==> src/rtl/lcd4_pkg.sv <==
// Shared types, codes and helpers of the 4-bit character LCD controller.
package lcd4_pkg;

  localparam int unsigned WaitBitsDefault = 16;

  // Sequencer phases: power-up wait, wake-up nibbles and waits, 4-bit nibble, init bytes,
  // idle, request byte and the long wait after clear or home.
  typedef enum logic [4:0] {
    PH_PWR      = 5'd0,
    PH_NIB3_A   = 5'd1,
    PH_WAIT_A   = 5'd2,
    PH_NIB3_B   = 5'd3,
    PH_WAIT_B   = 5'd4,
    PH_NIB3_C   = 5'd5,
    PH_WAIT_C   = 5'd6,
    PH_NIB2     = 5'd7,
    PH_FSET     = 5'd8,
    PH_DCTL     = 5'd9,
    PH_EMODE    = 5'd10,
    PH_IDLE     = 5'd11,
    PH_REQ      = 5'd12,
    PH_LONG     = 5'd13
  } lcd4_phase_e;

  typedef enum logic [1:0] {
    STEP_SETUP  = 2'd0,
    STEP_HIGH   = 2'd1,
    STEP_SETTLE = 2'd2
  } lcd4_step_e;

  typedef enum logic [2:0] {
    CMD_TICK   = 3'd0,
    CMD_CLEAR  = 3'd1,
    CMD_HOME   = 3'd2,
    CMD_CURSOR = 3'd3,
    CMD_WRITE  = 3'd4,
    CMD_FLAG   = 3'd5
  } lcd4_cmd_e;

  typedef enum logic [1:0] {
    FLAG_DISPLAY = 2'd0,
    FLAG_CURSOR  = 2'd1,
    FLAG_BLINK   = 2'd2
  } lcd4_flag_e;

  typedef enum logic [2:0] {
    REG_FSET       = 3'd0,
    REG_DCTL       = 3'd1,
    REG_EMODE      = 3'd2,
    REG_PWR_WAIT   = 3'd3,
    REG_INIT_WAIT  = 3'd4,
    REG_SHORT_WAIT = 3'd5,
    REG_SETTLE     = 3'd6,
    REG_LONG_WAIT  = 3'd7
  } lcd4_reg_e;

  localparam logic [7:0]  FsetReset      = 8'h28;
  localparam logic [7:0]  DctlReset      = 8'h0F;
  localparam logic [7:0]  EmodeReset     = 8'h06;
  localparam logic [15:0] PwrWaitReset   = 16'd50000;
  localparam logic [15:0] InitWaitReset  = 16'd5000;
  localparam logic [15:0] ShortWaitReset = 16'd150;
  localparam logic [15:0] SettleReset    = 16'd50;
  localparam logic [15:0] LongWaitReset  = 16'd2000;

  localparam logic [7:0] InstrClear   = 8'h01;
  localparam logic [7:0] InstrHome    = 8'h02;
  localparam logic [1:0] InstrRow0    = 2'b10;  // 0x80 | col
  localparam logic [1:0] InstrRow1    = 2'b11;  // 0x80 | (0x40 + col)
  localparam logic [4:0] InstrDispCtl = 5'b00001;
  localparam logic [3:0] NibWake      = 4'h3;
  localparam logic [3:0] NibFourBit   = 4'h2;

  // Request fields, row in the lowest bits.
  typedef struct packed {
    logic       flag_value;
    logic [1:0] flag_select;
    logic [7:0] char_byte;
    logic [5:0] col;
    logic [1:0] row;
  } lcd4_req_t;

  // Result fields, pin_rs in the lowest bit.
  typedef struct packed {
    logic       accepted;
    logic       ready_res;
    logic [3:0] pin_data;
    logic       pin_en;
    logic       pin_rs;
  } lcd4_res_t;

  typedef struct packed {
    logic       we;
    lcd4_reg_e  addr;
    logic [15:0] data;
  } lcd4_cfg_t;

  function automatic logic is_wait(lcd4_phase_e p);
    return (p == PH_PWR) || (p == PH_WAIT_A) || (p == PH_WAIT_B) ||
           (p == PH_WAIT_C) || (p == PH_LONG);
  endfunction

  function automatic logic is_byte(lcd4_phase_e p);
    return (p == PH_FSET) || (p == PH_DCTL) || (p == PH_EMODE) || (p == PH_REQ);
  endfunction

  function automatic lcd4_phase_e next_phase(lcd4_phase_e p, logic long_after);
    lcd4_phase_e n;
    case (p)
      PH_PWR:    n = PH_NIB3_A;
      PH_NIB3_A: n = PH_WAIT_A;
      PH_WAIT_A: n = PH_NIB3_B;
      PH_NIB3_B: n = PH_WAIT_B;
      PH_WAIT_B: n = PH_NIB3_C;
      PH_NIB3_C: n = PH_WAIT_C;
      PH_WAIT_C: n = PH_NIB2;
      PH_NIB2:   n = PH_FSET;
      PH_FSET:   n = PH_DCTL;
      PH_DCTL:   n = PH_EMODE;
      PH_REQ:    n = long_after ? PH_LONG : PH_IDLE;
      default:   n = PH_IDLE;
    endcase
    return n;
  endfunction

endpackage

==> src/rtl/lcd4_seq.sv <==
// Power-up and request sequencer with the configuration registers.
module lcd4_seq import lcd4_pkg::*; #(
  parameter int unsigned WAIT_BITS = WaitBitsDefault
) (
  input  logic      clk_i,
  input  logic      rst_ni,
  input  logic      req_valid_i,
  input  lcd4_cmd_e cmd_i,
  input  lcd4_req_t req_i,
  input  lcd4_cfg_t cfg_i,
  output lcd4_res_t res_o
);

  localparam int unsigned CmpBits = (WAIT_BITS > 16) ? WAIT_BITS : 16;
  localparam logic [CmpBits-1:0] WaitMaxW = (CmpBits'(1) << WAIT_BITS) - CmpBits'(1);

  function automatic logic [WAIT_BITS-1:0] sat_lim(logic [15:0] v);
    logic [CmpBits-1:0] w;
    w = CmpBits'(v);
    if (w > WaitMaxW) w = WaitMaxW;
    return w[WAIT_BITS-1:0];
  endfunction

  function automatic logic [WAIT_BITS-1:0] lim_of(lcd4_phase_e p,
      logic [WAIT_BITS-1:0] pwr, logic [WAIT_BITS-1:0] init,
      logic [WAIT_BITS-1:0] shrt, logic [WAIT_BITS-1:0] lng);
    logic [WAIT_BITS-1:0] l;
    case (p)
      PH_PWR:               l = pwr;
      PH_WAIT_A, PH_WAIT_B: l = init;
      PH_WAIT_C:            l = shrt;
      PH_LONG:              l = lng;
      default:              l = '0;
    endcase
    return l;
  endfunction

  // configuration
  logic [7:0]  fset_q, dctl_q, emode_q;
  logic [15:0] pwr_wait_q, init_wait_q, short_wait_q, settle_q, long_wait_q;

  always_ff @(posedge clk_i or negedge rst_ni) begin
    if (!rst_ni) begin
      fset_q       <= FsetReset;
      dctl_q       <= DctlReset;
      emode_q      <= EmodeReset;
      pwr_wait_q   <= PwrWaitReset;
      init_wait_q  <= InitWaitReset;
      short_wait_q <= ShortWaitReset;
      settle_q     <= SettleReset;
      long_wait_q  <= LongWaitReset;
    end else if (cfg_i.we) begin
      case (cfg_i.addr)
        REG_FSET:       fset_q       <= cfg_i.data[7:0];
        REG_DCTL:       dctl_q       <= cfg_i.data[7:0];
        REG_EMODE:      emode_q      <= cfg_i.data[7:0];
        REG_PWR_WAIT:   pwr_wait_q   <= cfg_i.data;
        REG_INIT_WAIT:  init_wait_q  <= cfg_i.data;
        REG_SHORT_WAIT: short_wait_q <= cfg_i.data;
        REG_SETTLE:     settle_q     <= cfg_i.data;
        REG_LONG_WAIT:  long_wait_q  <= cfg_i.data;
        default:        ;
      endcase
    end
  end

  logic [WAIT_BITS-1:0] lim_pwr, lim_init, lim_short, lim_long, lim_settle;

  always_comb begin
    lim_pwr    = sat_lim(pwr_wait_q);
    lim_init   = sat_lim(init_wait_q);
    lim_short  = sat_lim(short_wait_q);
    lim_long   = sat_lim(long_wait_q);
    lim_settle = sat_lim(settle_q);
    // a zero settle time still lets enable fall for one tick
    if (lim_settle == '0) lim_settle = WAIT_BITS'(1);
  end

  // sequencer state
  lcd4_phase_e          phase_q, phase_d;
  lcd4_step_e           step_q, step_d;
  logic [WAIT_BITS-1:0] wc_q, wc_d;
  logic [7:0]           pb_q, pb_d;
  logic                 prs_q, prs_d;
  logic                 low_q, low_d;
  logic                 long_q, long_d;
  logic [2:0]           flags_q, flags_d;
  logic                 rs_q, rs_d;
  logic                 en_q, en_d;
  logic [3:0]           data_q, data_d;

  logic                 acc;
  logic                 do_enter;
  lcd4_phase_e          enter_p, enter_eff;
  logic [WAIT_BITS-1:0] wc_inc;
  logic [2:0]           flag_bit, flags_new;

  always_comb begin
    phase_d   = phase_q;
    step_d    = step_q;
    wc_d      = wc_q;
    pb_d      = pb_q;
    prs_d     = prs_q;
    low_d     = low_q;
    long_d    = long_q;
    flags_d   = flags_q;
    rs_d      = rs_q;
    en_d      = en_q;
    data_d    = data_q;
    acc       = 1'b0;
    do_enter  = 1'b0;
    enter_p   = PH_IDLE;
    enter_eff = PH_IDLE;
    flag_bit  = 3'b100 >> req_i.flag_select;
    flags_new = req_i.flag_value ? (flags_q | flag_bit) : (flags_q & ~flag_bit);
    wc_inc    = (&wc_q) ? wc_q : wc_q + WAIT_BITS'(1);

    if (req_valid_i) begin
      if (cmd_i == CMD_TICK) begin
        if (is_wait(phase_q)) begin
          if (wc_inc >= lim_of(phase_q, lim_pwr, lim_init, lim_short, lim_long)) begin
            do_enter = 1'b1;
            enter_p  = next_phase(phase_q, long_q);
          end else begin
            wc_d = wc_inc;
          end
        end else if (phase_q != PH_IDLE) begin
          case (step_q)
            STEP_SETUP: begin
              if (is_byte(phase_q)) begin
                data_d = low_q ? pb_q[3:0] : pb_q[7:4];
                rs_d   = prs_q;
              end else begin
                data_d = (phase_q == PH_NIB2) ? NibFourBit : NibWake;
                rs_d   = 1'b0;
              end
              en_d   = 1'b0;
              step_d = STEP_HIGH;
            end
            STEP_HIGH: begin
              en_d   = 1'b1;
              step_d = STEP_SETTLE;
              wc_d   = '0;
            end
            default: begin
              en_d = 1'b0;
              wc_d = wc_inc;
              if (wc_inc >= lim_settle) begin
                if (is_byte(phase_q) && !low_q) begin
                  low_d  = 1'b1;
                  step_d = STEP_SETUP;
                  wc_d   = '0;
                end else begin
                  do_enter = 1'b1;
                  enter_p  = next_phase(phase_q, long_q);
                end
              end
            end
          endcase
        end
      end else if (phase_q == PH_IDLE) begin
        case (cmd_i)
          CMD_CLEAR: begin
            acc = 1'b1; pb_d = InstrClear; prs_d = 1'b0; long_d = 1'b1;
            do_enter = 1'b1; enter_p = PH_REQ;
          end
          CMD_HOME: begin
            acc = 1'b1; pb_d = InstrHome; prs_d = 1'b0; long_d = 1'b1;
            do_enter = 1'b1; enter_p = PH_REQ;
          end
          CMD_CURSOR: begin
            acc = 1'b1;
            if (req_i.row == 2'd0 || req_i.row == 2'd1) begin
              pb_d     = {(req_i.row == 2'd0) ? InstrRow0 : InstrRow1, req_i.col};
              prs_d    = 1'b0;
              long_d   = 1'b0;
              do_enter = 1'b1;
              enter_p  = PH_REQ;
            end
          end
          CMD_WRITE: begin
            acc = 1'b1; pb_d = req_i.char_byte; prs_d = 1'b1; long_d = 1'b0;
            do_enter = 1'b1; enter_p = PH_REQ;
          end
          CMD_FLAG: begin
            acc = 1'b1;
            if (req_i.flag_select != 2'd3) begin
              flags_d  = flags_new;
              pb_d     = {InstrDispCtl, flags_new};
              prs_d    = 1'b0;
              long_d   = 1'b0;
              do_enter = 1'b1;
              enter_p  = PH_REQ;
            end
          end
          default: ;
        endcase
      end
    end

    // entering a phase; a zero-length wait falls straight through
    if (do_enter) begin
      if (is_wait(enter_p) &&
          lim_of(enter_p, lim_pwr, lim_init, lim_short, lim_long) == '0) begin
        enter_eff = next_phase(enter_p, long_d);
      end else begin
        enter_eff = enter_p;
      end
      phase_d = enter_eff;
      wc_d    = '0;
      step_d  = STEP_SETUP;
      low_d   = 1'b0;
      case (enter_eff)
        PH_FSET:  begin pb_d = fset_q;  prs_d = 1'b0; end
        PH_DCTL:  begin pb_d = dctl_q;  prs_d = 1'b0; end
        PH_EMODE: begin pb_d = emode_q; prs_d = 1'b0; end
        default:  ;
      endcase
    end
  end

  always_ff @(posedge clk_i or negedge rst_ni) begin
    if (!rst_ni) begin
      phase_q <= PH_PWR;
      step_q  <= STEP_SETUP;
      wc_q    <= '0;
      pb_q    <= '0;
      prs_q   <= 1'b0;
      low_q   <= 1'b0;
      long_q  <= 1'b0;
      flags_q <= 3'b111;
      rs_q    <= 1'b0;
      en_q    <= 1'b0;
      data_q  <= '0;
    end else if (req_valid_i) begin
      phase_q <= phase_d;
      step_q  <= step_d;
      wc_q    <= wc_d;
      pb_q    <= pb_d;
      prs_q   <= prs_d;
      low_q   <= low_d;
      long_q  <= long_d;
      flags_q <= flags_d;
      rs_q    <= rs_d;
      en_q    <= en_d;
      data_q  <= data_d;
    end
  end

  always_comb begin
    res_o.pin_rs    = rs_d;
    res_o.pin_en    = en_d;
    res_o.pin_data  = data_d;
    res_o.ready_res = (phase_d == PH_IDLE);
    res_o.accepted  = acc;
  end

endmodule

==> src/rtl/char_lcd_4bit_interface_core.sv <==
// Top level of the 4-bit character LCD controller: stream ports and result buffering.
//
// Usage: every input item on the s_axis channel is either a one-microsecond
// tick (tuser = 0) or a request (clear, home, set cursor, write character,
// set display flag). Each accepted item yields exactly one result item on
// m_axis: the RS, EN and D7..D4 levels after the item, an idle flag and
// whether the request was taken. Requests made while busy are refused.
// Each result is registered before it appears on m_axis.
// Throughput: one item per cycle while s_axis_tready_o is high; the sequencer update is a single
// registered step.
// Reset: the sequencer restarts the power-up sequence (long wait, three
// wake-up nibbles, 4-bit nibble, three init bytes) and all configuration
// registers return to their defaults. The cfg channel is always ready.
// Stall: an output register plus one skid entry hold results while m_axis
// is not ready; s_axis_tready_o drops only once both are full.
module char_lcd_4bit_interface_core import lcd4_pkg::*; #(
  parameter int unsigned WAIT_BITS = WaitBitsDefault
) (
  input  logic        clk_i,
  input  logic        rst_ni,
  input  logic        s_axis_tvalid_i,
  output logic        s_axis_tready_o,
  // [1:0] row, [7:2] col, [15:8] char_byte, [17:16] flag_select,
  // [18] flag_value, [23:19] zero
  input  logic [23:0] s_axis_tdata_i,
  // [2:0] cmd
  input  logic [2:0]  s_axis_tuser_i,
  output logic        m_axis_tvalid_o,
  input  logic        m_axis_tready_i,
  // [0] pin_rs, [1] pin_en, [5:2] pin_data, [6] ready_res, [7] accepted
  output logic [7:0]  m_axis_tdata_o,
  input  logic        cfg_valid_i,
  output logic        cfg_ready_o,
  input  logic [2:0]  cfg_addr_i,
  input  logic [15:0] cfg_data_i
);

  logic      in_fire;
  lcd4_cfg_t cfg;
  lcd4_res_t res;
  lcd4_res_t out_q, skid_q;
  logic      out_valid_q, skid_valid_q;

  assign cfg_ready_o     = 1'b1;
  assign s_axis_tready_o = !skid_valid_q;
  assign in_fire         = s_axis_tvalid_i && s_axis_tready_o;

  always_comb begin
    cfg.we   = cfg_valid_i;
    cfg.addr = lcd4_reg_e'(cfg_addr_i);
    cfg.data = cfg_data_i;
  end

  lcd4_seq #(
    .WAIT_BITS (WAIT_BITS)
  ) u_seq (
    .clk_i       (clk_i),
    .rst_ni      (rst_ni),
    .req_valid_i (in_fire),
    .cmd_i       (lcd4_cmd_e'(s_axis_tuser_i)),
    .req_i       (lcd4_req_t'(s_axis_tdata_i[18:0])),
    .cfg_i       (cfg),
    .res_o       (res)
  );

  always_ff @(posedge clk_i or negedge rst_ni) begin
    if (!rst_ni) begin
      out_valid_q  <= 1'b0;
      skid_valid_q <= 1'b0;
    end else if (in_fire) begin
      if (!out_valid_q || m_axis_tready_i) begin
        out_valid_q <= 1'b1;
      end else begin
        skid_valid_q <= 1'b1;
      end
    end else if (out_valid_q && m_axis_tready_i) begin
      if (skid_valid_q) begin
        skid_valid_q <= 1'b0;
      end else begin
        out_valid_q <= 1'b0;
      end
    end
  end

  always_ff @(posedge clk_i) begin
    if (in_fire) begin
      if (!out_valid_q || m_axis_tready_i) begin
        out_q <= res;
      end else begin
        skid_q <= res;
      end
    end else if (out_valid_q && m_axis_tready_i && skid_valid_q) begin
      out_q <= skid_q;
    end
  end

  assign m_axis_tvalid_o = out_valid_q;
  assign m_axis_tdata_o  = out_q;

endmodule

==> config.mk <==
export PLATFORM = sky130hd
export DESIGN_NAME = char_lcd_4bit_interface_core
export DESIGN_NICKNAME = d
export VERILOG_FILES = /design/src/rtl/lcd4_pkg.sv /design/src/rtl/lcd4_seq.sv /design/src/rtl/char_lcd_4bit_interface_core.sv
export SDC_FILE = /design/constraint.sdc
export NUM_CORES = 1
export LEC_CHECK = 0
export ABC_AREA = 1
export ABC_CLOCK_PERIOD_IN_PS = 5400
export BUFFER_PORTS_ARGS = -buffer_cell sky130_fd_sc_hd__buf_2
export CORE_ASPECT_RATIO = 1.1
export CORE_MARGIN = 4
export CORE_UTILIZATION = 25
export DETAILED_ROUTE_END_ITERATION = 7
export PLACE_DENSITY = 0.47
export SLEW_MARGIN = 20
export SYNTH_ARGS = -nofsm -noshare
export SYNTH_HDL_FRONTEND = slang
export SYNTH_HIERARCHICAL = 1
export SYNTH_SLANG_ARGS = --single-unit
==> constraint.sdc <==
create_clock -name clk_i -period 5.4 [get_ports clk_i]
set_clock_uncertainty 0.15 [all_clocks]
set_input_delay 0.81 -clock clk_i [delete_from_list [all_inputs] [get_ports clk_i]]
set_output_delay 0.81 -clock clk_i [all_outputs]
set_load 0.005 [all_outputs]
== After elaboration in Yosys (flattened, before gate mapping) ==
Index checks and enable logic that the tools add are counted.
Storage, ports and cells
  register bits after elaboration: 165
  bits of input ports: 51
  word-level logic and storage cells: 275
Cells by class
  $add $sub $neg: 1
  magnitude comparators: 7
  equality and inequality tests: 51
  shifts and indexed selects: 1
  multiplexer cells: 117
  bitwise gates (word level): 5
  reduce and logical (&&, ||, !) cells: 62
Operator list (number)
  $mux 16: 18
  $pmux 16 s4: 2
  $pmux 5 s11: 2
  $gt 16x16->1 const B: 5
  $eq 5x4->1 const B: 14
  $mux 8: 8
  $mux 5: 12
  $mux 1: 50
  $eq 5x3->1 const B: 8
  $pmux 8 s5: 1
  $ge 16x16->1: 2
  $logic_not 16->1: 2
  $pmux 16 s2: 1
  $mux 4: 6
  $pmux 8 s3: 1
  $reduce_and 2->1: 11
  $eq 5x2->1 const B: 4
  $eq 3x3->1 const B: 6
  $add 16x1->16 const B: 1
  $reduce_and 16->1: 1
  $mux 3: 5
  $pmux 5 s3: 1
  $logic_or 1x1->1: 13
  $eq 3x2->1 const B: 4
  32 further kinds: 66

== Logic depth before layout (Yosys ltp) ==
Gate-level depths: netlist of the first run.
  depth in word-level cells: 25
  gate-level depth with buffers: 45
  gate-level depth less buffers: 45

== By module ==
Netlist of the first run, hierarchy kept.
By module, submodules not included
  lcd4_seq: times used 1, cells each 1099, area each 8637.0 µm²
  char_lcd_4bit_interface_core: times used 1, cells each 61, area each 721.9 µm²

== Worst setup path before layout of the first run ==
OpenSTA, ideal clock, no wires.
  kind: reg-to-reg
  start point: reg u_seq.wc_q[0]
  end point: reg out_q (netlist bit m_axis_tdata_o[6]), data pin
  setup time: 0.130 ns
  arrival time: 4.219 ns
  data required time: 5.120 ns
  setup slack: 0.901 ns
  stages on the path, launching flop included: 43
  path through: dfrtp_1 -> ha_1 -> inv_1 -> nor3_1 -> inv_1 -> nor4_1 -> inv_1 -> nor2_1 -> inv_1 -> nor2_1 -> inv_1 -> nor3_1 -> nand2_1 -> inv_1 -> nor4_1 -> nand3_1 -> xor2_1 -> inv_1 -> (+7 left out) -> nand2_1 -> nand2_1 -> nand2_1 -> nand2_2 -> nand3_1 -> nand2_2 -> nand3_2 -> nor2_8 -> nand3_4 -> nand2_2 -> nor2_4 -> nand2_2 -> nand2_4 -> a21oi_2 -> nand2_1 -> nor3_1 -> nand2_1 -> nand2_1
RTL lines
  start, declared: line lcd4_seq.sv:82  | logic [WAIT_BITS-1:0] wc_q, wc_d;
  start signal, assigned: line lcd4_seq.sv:238  | wc_q <= wc_d;
  end signal, assigned: line char_lcd_4bit_interface_core.sv:88  | out_q <= res;
  end signal, assigned: line char_lcd_4bit_interface_core.sv:93  | out_q <= skid_q;
  end, declared: line char_lcd_4bit_interface_core.sv:41  | lcd4_res_t out_q, skid_q;

==> out/qor.csv, run 1 <==
metric;value;unit
cp.required;5.44;ns
dp_slack;-0.1479;ns
hold_class;input pin to asynchronous set/reset pin;
synthFlopType;dfrtp_1;
overflow;0;
synth_warnings;6;
grt_pass1_vias;7682;
max_freq;190.1;MHz
grt_pass1_wl;40840;µm
grt_max_degree;109;
synth_seq_area_share;45.44;%
gr-usage-all-layers;12.55;%
cts-root-buf;clkbuf_16;
fin_nets;1340;
antenna_cells;0;
dp.cells;1719;
crit_path_end_kind;flip-flop;
yosys.area.top_type;dfrtp_1;
rsz0062_at_grt;true;
crit_path_start_kind;flip-flop;
post-route-period-util;97.40;%
antenna_found_initial;0;
final_cell_mix;nand2_1, inv_1, o21ai_0;
slew_viol_final;0;
drc;0;
slowest_stage;dfrtp_1;
fp.dieW;192.5;µm
synth_area_per_cell;8.068;µm²
synthesis.nets;1245;
ant_nets;0;
ys_ff_latch;165;
routedWlPerCell;14.32;µm
cts.sinks;165;
power.density;421.2;mW/mm²
final.fill_count;3993;
synthTopCellsByArea;dfrtp_1, nand2_1, dfstp_2;
place.gp.congestion;0.8194;
synth_edf_count;16;
syn-instance-count;1160;
ys_types;53;
min_period;5.260;ns
chipHeight;210.9;µm
dieArea;0.04060;mm²
fin_util;30.75;%
max_stage_delay;0.37;ns
mostFrequentLayoutCell;nand2_1;
arrival;5.30;ns
slew_headroom;36.14;%
portBuffers;55;
viasPerCell;4.436;
cts_max_level;4;
rows;74;
p_leak;0.005232;µW
setup_violations;0;
multi_input_area;0.004593;mm²
clk_pin_slew;0.07;ns
cts_buffers;17;
whs;0.3271;ns
final_cells;1762;
crit_fanout;5;
core_area;0.03704;mm²
cts_tree;yes;
outcome;finished, final reports clean;
io_pins;62;
synthArstFlopShare;90.30;%
synth_top_cell_area_share;30.48;%
wl;25240;µm
drt-pass1-iter-count;5;
initial_core_util;25.27;%
vias;7817;
dp_hpwl;18840;µm
insertion_delay;0.44;ns
critPathKind;flip-flop to flip-flop;
final_layout_size_suffix_gt1_share;23.42;%
drv_cap;0;
ir_worst_vdd;0.2320;mV
hold_viol;0;
synth.cell_area;0.009359;mm²
seq_area;0.004253;mm²
drt_iter0_drc;376;
finalWorstSetupSlack;0.1404;ns
syn_to_final_growth;21.68;%
clockBufferDepth;2;
worst_pin_slew;0.9556;ns
[worst paths after layout]
kind / start / to / slack [ns] / depth (start not counted)
worst max-delay path: u_seq/wc_q[0] / m_axis_tdata_o[6] / 0.14 / 39
worst min-delay path: rst_ni / u_seq/pwr_wait_q[11] / 0.33 / 1
worst max register to register: u_seq/wc_q[0] / m_axis_tdata_o[6] / 0.14 / 39
worst min register to register: u_seq/data_q[3] / u_seq/data_q[3] / 0.33 / 2
max in group asynchronous: rst_ni / u_seq/emode_q[1] / 3.64 / 2
min in group clk_i: u_seq/data_q[3] / u_seq/data_q[3] / 0.33 / 2
[routing by layer]
metal	up-vias	GRT usage [%]	part of all wire, %
met1	3641	17.51	50
met2	96	20.29	47
met4	0	3.640	1.5
met5	-	0	0
li1	4059	-	-
met3	21	1.851	2.3
[power by group]
group / total [µW] / switching [µW] / leakage, µW / internal (µW)
clock network: 1250 / 578 / 0.000288 / 670
registers: 1830 / 220 / 0.00197 / 1610
logic: 1720 / 1070 / 0.00298 / 651
total: 4800 / 1870 / 0.00523 / 2930
[synthesized netlist by cell type, drive strengths merged (16+ instances only)]
master  number
nand2      324
inv        166
o21ai      138
dfrtp      114
nor2        66
nand3       61
a21oi       39
dfstp       35
ha          34
clkbuf      24
o22ai       22
nor3        21
nand4       20
nor4        18
a221oi      16
edfxtp      16
[area by class of cell]
cell class,count,share of cell area (%)
Timing Repair Buffer,109,6.087
Inverter,168,5.559
Multi-Input combinational cell,794,40.33
Sequential cell,165,37.34
Clock buffer,18,3.856
Tap cell,494,5.427
Clock inverter,14,1.395
[stage by stage]
step                total power [µW]  TNS (ns)  cell area (µm²)
global route                    5187    -2.153            11390
global placement                3419   -0.1852            10440
CTS                             4737         0            11050
floorplan                       2903         0             9359
detailed placement              3451   -0.1739            10440
finish                          4796         0            11390
[critical path: cells and delay by family (launching register included)]
kind            cells  cell delay [ns]
simple gates       23             2.48
xor+xnor            1             0.13
compound gates      2             0.27
buf+inv            11             1.06
fa+ha+maj           2             0.52
flops               1             0.37
[timing repair]
item                                    CTS  global route
hold buffers                              0             0
gates resized for setup                   2            60
endpoints found under the setup margin    2            11
setup buffers                             0            10
pin swaps                                 0            25
cloned                                    0             1
[sequential cells by signal, indices dropped and copies added (netlist names), 2 cells and up]
| register | cells |
|---|---|
| u_seq/init_wait_q | 16 |
| u_seq/long_wait_q | 16 |
| u_seq/pwr_wait_q | 16 |
| u_seq/settle_q | 16 |
| u_seq/short_wait_q | 16 |
| u_seq/wc_q | 16 |
| m_axis_tdata_o | 8 |
| skid_q | 8 |
| u_seq/dctl_q | 8 |
| u_seq/emode_q | 8 |
| u_seq/fset_q | 8 |
| u_seq/pb_q | 8 |
| u_seq/phase_q | 5 |
| u_seq/data_q | 4 |
| u_seq/flags_q | 3 |
| u_seq/step_q | 2 |
[logic make-up after synthesis]
| kind of cell | after synthesis | share of synthesized area (%) |
|---|---|---|
| compound gates | 240 | 14.93 |
| xor+xnor | 5 | 0.4679 |
| fa+ha+maj | 34 | 4.545 |
| buf+inv | 202 | 8.382 |
| flops | 165 | 45.44 |
| mux | 2 | 0.2406 |
| other cells | 1 | 0.04007 |
| simple gates | 511 | 25.95 |
Power figures use the tool's default switching activity.
==> run 2, diff against run 1 <==
--- a/config.mk
+++ b/config.mk
@@ -8,11 +8,15 @@
 export ABC_AREA = 1
 export ABC_CLOCK_PERIOD_IN_PS = 5400
 export BUFFER_PORTS_ARGS = -buffer_cell sky130_fd_sc_hd__buf_2
+export CELL_PAD_IN_SITES_DETAIL_PLACEMENT = 1
+export CELL_PAD_IN_SITES_GLOBAL_PLACEMENT = 1
 export CORE_ASPECT_RATIO = 1.1
 export CORE_MARGIN = 4
 export CORE_UTILIZATION = 25
 export DETAILED_ROUTE_END_ITERATION = 7
-export PLACE_DENSITY = 0.47
+export GPL_TIMING_DRIVEN = 1
+export PLACE_DENSITY = 0.56
+export SKIP_LAST_GASP = 1
 export SLEW_MARGIN = 20
 export SYNTH_ARGS = -nofsm -noshare
 export SYNTH_HDL_FRONTEND = slang
==> run 2 against run 1 <==
- global-route usage grew 1.2 points
- power grew 0.97%
- flip-flop and latch count is the same
- critical path type unchanged
- largest cell class unchanged
==> out/qor.csv, run 2 (synthesized netlist as in run 1, its figures left out) <==
metric;value;unit;change
antenna_cells;0;;unchanged
clk_pin_slew;0.07;ns;about the same
holdBufCountCts;0;;unchanged
worst_pin_slew;0.9311;ns;was 0.9556 ns
drt-pass1-iter-count;5;;unchanged
rows;74;;unchanged
portBuffers;55;;unchanged
slew_headroom;37.78;%;was 36.14%
wl;27010;µm;was 25240 µm
critPathKind;flip-flop to flip-flop;;unchanged
arrival;5.27;ns;was 5.30 ns
chipHeight;210.9;µm;unchanged
final_cells;1758;;was 1762
viasPerCell;4.543;;was 4.436
vias;7987;;was 7817
crit_path_end_kind;flip-flop;;unchanged
io_pins;62;;unchanged
cts-root-buf;clkbuf_16;;unchanged
max_freq;196.2;MHz;was 190.1 MHz
grt_max_degree;62;;was 109
gr-usage-all-layers;13.79;%;was 12.55%
initial_core_util;25.27;%;unchanged
clockBufferDepth;2;;unchanged
crit_path_start_kind;flip-flop;;unchanged
dp.cells;1718;;was 1719
grt_pass1_vias;8328;;was 7682
cts_buffers;17;;unchanged
rr_startpoint;u_seq/wc_q[1];;was u_seq/wc_q[0]
cts.sinks;165;;unchanged
fp.dieW;192.5;µm;unchanged
post-route-period-util;94.41;%;was 97.40%
r2r_end;u_seq/pb_q[7];;was m_axis_tdata_o[6]
hold_viol;0;;unchanged
drt_iter0_drc;281;;was 376
fin_nets;1336;;was 1340
drc;0;;unchanged
fin_util;30.90;%;was 30.75%
grt_pass1_wl;44730;µm;was 40840 µm
antenna_found_initial;0;;unchanged
hold_class;input pin to asynchronous set/reset pin;;unchanged
rsz0062_at_grt;true;;unchanged
place.gp.congestion;0.7820;;was 0.8194
cts_tree;yes;;unchanged
ant_nets;0;;unchanged
mostFrequentLayoutCell;nand2_1;;unchanged
slew_viol_final;0;;unchanged
syn_to_final_growth;22.29;%;was 21.68%
cp.required;5.57;ns;was 5.44 ns
max_stage_delay;0.35;ns;was 0.37 ns
overflow;0;;unchanged
finalWorstSetupSlack;0.3021;ns;was 0.1404 ns
slowest_stage;dfrtp_1;;unchanged
final_layout_size_suffix_gt1_share;23.34;%;was 23.42%
dp_slack;-0.2539;ns;was -0.1479 ns
p_leak;0.005245;µW;was 0.005232 µW
ir_worst_vdd;0.2297;mV;was 0.2320 mV
drv_cap;0;;unchanged
insertion_delay;0.43;ns;was 0.44 ns
final_cell_mix;nand2_1, inv_1, o21ai_0;;unchanged
power.density;423.2;mW/mm²;was 421.2 mW/mm²
r2r_slack;0.30;ns;was 0.14 ns
cts_max_level;4;;unchanged
outcome;finished, final reports clean;;unchanged
r2r_cells;43;;was 39
final.fill_count;4507;;was 3993
min_period;5.098;ns;was 5.260 ns
crit_fanout;8;;was 5
dieArea;0.04060;mm²;unchanged
routedWlPerCell;15.37;µm;was 14.32 µm
fin_setup_tns;0;ns;unchanged
setup_violations;0;;unchanged
core_area;0.03704;mm²;unchanged
dp_hpwl;20580;µm;was 18840 µm
run 2: cell count changes in the layout (fill, tap and decap cells not counted), moves of 3 or more:
cell / previous run / this run
nand3_4: 4 / 10
nand2_2: 24 / 19
nand3_2: 14 / 10
buf_4: 53 / 50
clkinv_4: 1 / 4
ha_1: 32 / 29
ha_4: 1 / 4
nand2_1: 287 / 290
run 2: how the worst max path moves through the flow:
| stage | slack (ns) | from | end | cells after the start |
|---|---|---|---|---|
| 4_1_cts | 0.01 | u_seq/wc_q[0] | m_axis_tdata_o[6] | 44 |
| 6_report | 0.30 | u_seq/wc_q[1] | u_seq/pb_q[7] | 43 |
| 3_3_place_gp | -0.22 | u_seq/wc_q[0] | m_axis_tdata_o[6] | 44 |
| 5_1_grt | -0.12 | u_seq/wc_q[1] | u_seq/pb_q[0] | 43 |
| 2_1_floorplan | 0.90 | u_seq/wc_q[0] | m_axis_tdata_o[6] | 42 |
| 3_5_place_dp | -0.25 | u_seq/wc_q[0] | m_axis_tdata_o[6] | 40 |
run 2: report_power, final:
| part | total [µW] | switching [µW] | internal (µW) | leakage [µW] |
|---|---|---|---|---|
| combinational | 1790 | 1120 | 671 | 0.00299 |
| clock | 1230 | 543 | 683 | 0.000287 |
| sequential | 1830 | 223 | 1610 | 0.00197 |
run 2: worst max-delay path, delay by kind of cell (launching register included):
kind            cells  cell delay [ns]
buf+inv            10             0.83
simple gates       29             2.72
flops               1             0.35
xor+xnor            1             0.19
fa+ha+maj           2             0.49
compound gates      1             0.22
run 2: area by class of cell:
class                      count  area [µm²]  area share (%)
clock buffer                  21       470.5           4.111
clock inverter                11       115.1           1.006
inverter                     168       630.6           5.510
multi-input combinational    793        4690           40.98
sequential                   165        4253           37.16
tap                          494       618.1           5.401
timing repair buffer         106       668.1           5.838
run 2: what timing repair did:
item                                    CTS  global route
pin swaps                                 7            26
endpoints found under the setup margin    7            27
setup buffers                             4             5
resized for setup                        15            59
run 2: routing by layer:
layer / wire length (µm) / GRT usage (%)
met1: 13480 / 19.57
met2: 12740 / 22.55
met3: 581 / 1.868
met4: 208 / 2.951
met5: 0 / 0
run 2: metrics by stage:
stage / cell area [µm²] / hold WS (ns) / power [µW]
after floorplan: 9359 / 0.2910 / 2903
after global placement: 10430 / 0.3035 / 3437
after detailed placement: 10430 / 0.3164 / 3486
after CTS: 11110 / 0.2127 / 4783
after global routing: 11440 / 0.2354 / 5264
final: 11440 / 0.2056 / 4843
==> run 3, diff against run 2 <==
--- a/config.mk
+++ b/config.mk
@@ -12,10 +12,10 @@
 export CELL_PAD_IN_SITES_GLOBAL_PLACEMENT = 1
 export CORE_ASPECT_RATIO = 1.1
 export CORE_MARGIN = 4
-export CORE_UTILIZATION = 25
+export CORE_UTILIZATION = 46
 export DETAILED_ROUTE_END_ITERATION = 7
 export GPL_TIMING_DRIVEN = 1
-export PLACE_DENSITY = 0.56
+export PLACE_DENSITY = 0.87
 export SKIP_LAST_GASP = 1
 export SLEW_MARGIN = 20
 export SYNTH_ARGS = -nofsm -noshare
==> run 3 against run 2 <==
- fmax down 4.7%
- die area decreased by 44%
- critical path depth down 5
- non-clock buffer count shrank 10
- cell area decreased by 3.2%
- via count is 9.7% higher
- core utilization is 25 points higher
- critical path type unchanged
==> out/qor.csv, run 3 (synthesized netlist as in run 1, its figures left out) <==
metric;value;unit;change
arrival;5.53;ns;was 5.27 ns
cts_max_level;4;;unchanged
ir_worst_vdd;0.2862;mV;was 0.2297 mV
p_leak;0.005192;µW;was 0.005245 µW
setup_violations;0;;unchanged
syn_to_final_growth;18.37;%;was 22.29%
antenna_found_initial;0;;unchanged
post-route-period-util;99.09;%;was 94.41%
fin_nets;1327;;was 1336
max_freq;186.9;MHz;was 196.2 MHz
holdBufCountCts;0;;unchanged
r2r_cells;38;;was 43
grt_pass1_wl;44970;µm;was 44730 µm
critPathKind;flip-flop to flip-flop;;unchanged
mostFrequentLayoutCell;nand2_1;;unchanged
ant_nets;0;;unchanged
dp.cells;1458;;was 1718
min_period;5.351;ns;was 5.098 ns
dieArea;0.02269;mm²;was 0.04060 mm²
rr_startpoint;u_seq/wc_q[1];;unchanged
cts_buffers;17;;unchanged
slew_headroom;37.36;%;was 37.78%
final_layout_size_suffix_gt1_share;23.51;%;was 23.34%
max_stage_delay;0.36;ns;was 0.35 ns
cp.required;5.58;ns;was 5.57 ns
final_cell_mix;nand2_1, inv_1, o21ai_0;;unchanged
clk_pin_slew;0.08;ns;was 0.07 ns
antenna_cells;0;;unchanged
rows;54;;was 74
drt-pass1-iter-count;5;;unchanged
crit_fanout;8;;unchanged
fp.dieW;144;µm;was 192.5 µm
cts-root-buf;clkbuf_16;;unchanged
critPathLaunch;u_seq/wc_q[1];;unchanged
drt_iter0_drc;678;;was 281
path_depth;38;;was 43
insertion_delay;0.45;ns;was 0.43 ns
dp_hpwl;19220;µm;was 20580 µm
clockBufferDepth;2;;unchanged
viasPerCell;5.814;;was 4.543
drc;0;;unchanged
place.gp.congestion;0.8299;;was 0.7820
crit_top_cell;inv_1;;
slew_viol_final;0;;unchanged
overflow;0;;unchanged
placed_area;0.009995;mm²;was 0.01043 mm²
hold_viol;0;;unchanged
crit_path_end_kind;flip-flop;;unchanged
cts.sinks;165;;unchanged
cts_tree;yes;;unchanged
crit_family;simple AND/OR/NAND/NOR gates;;unchanged
routedWlPerCell;20.07;µm;was 15.37 µm
wl;30250;µm;was 27010 µm
rsz0062_at_grt;true;;unchanged
grt_max_degree;104;;was 62
path_buf_inv;8;;was 10
gr-usage-all-layers;24.94;%;was 13.79%
initial_core_util;46.96;%;was 25.27%
grt_pass1_vias;8633;;was 8328
fin_setup_tns;0;ns;unchanged
io_pins;62;;unchanged
chipHeight;157.6;µm;was 210.9 µm
slowest_stage;dfrtp_1;;unchanged
vias;8762;;was 7987
worst_pin_slew;0.9374;ns;was 0.9311 ns
finalInstanceArea;0.01108;mm²;was 0.01144 mm²
power.density;451.9;mW/mm²;was 423.2 mW/mm²
final_cells;1507;;was 1758
outcome;finished, final reports clean;;unchanged
crit_path_start_kind;flip-flop;;unchanged
portBuffers;55;;unchanged
core_area;0.01993;mm²;was 0.03704 mm²
hold_class;input pin to asynchronous set/reset pin;;unchanged
drv_cap;0;;unchanged
==> run 3: cell types whose count changed in the layout (fill, tap and decap cells not counted), moves of 3 or more <==
cell     delta
xor2_2      +3
nand3_4     -6
nand3_2     +3
nand2_2     +4
xor2_1      -3
inv_8       +3
nor3_2      +3
nand3_1     +3
buf_4      -10
==> run 3: final timing paths <==
check,slack (ns),endpoint
setup / recovery,0.05,u_seq/pb_q[5]
hold / removal,0.33,u_seq/pwr_wait_q[12]
setup reg to reg,0.05,u_seq/pb_q[5]
hold reg to reg,0.34,u_seq/pwr_wait_q[1]
max in group asynchronous,3.52,u_seq/settle_q[7]
min in group clk_i,0.34,u_seq/pwr_wait_q[1]
==> run 3: per-stage QoR <==
step	power, µW	setup slack, ns	hold WS (ns)	utilization (%)
final	5007	0.04916	0.3322	55.58
after global routing	5301	-0.2843	0.3749	55.58
after CTS	4773	0.0009410	0.3425	53.30
after detailed placement	3430	-0.03592	0.3214	50.14
after global placement	3315	0.1241	0.3060	50.14
after floorplan	2903	0.9010	0.2910	-
==> run 3: layout make-up <==
type                            instances  area, µm²
Clock inverter                         12      131.4
Fill cell                            2400       8853
Multi-Input combinational cell        794       4666
Timing Repair Buffer                   96      601.8
Tap cell                              252      315.3
Clock buffer                           20      478.0
Inverter                              168      633.1
Sequential cell                       165       4253
==> run 3: per-layer routing <==
| metal | track usage [%] | wire length, µm |
|---|---|---|
| met3 | 3.716 | 1164 |
| met5 | 0 | 0 |
| met2 | 41.66 | 15480 |
| met4 | 7.982 | 780 |
| met1 | 33.52 | 12830 |
==> run 3: what timing repair did <==
item,4_1_cts,5_1_grt
setup endpoints to repair,11,17
gates resized for setup,5,68
gates cloned,0,1
buffers inserted,0,16
pin swaps,0,31
==> run 3: power breakdown <==
part           internal, µW  switching, µW  total, µW  leakage (µW)
Sequential             1610            252       1860       0.00197
Combinational           656           1210       1860       0.00293
Clock                   706            579       1280      0.000300
Total                  2970           2040       5010       0.00519
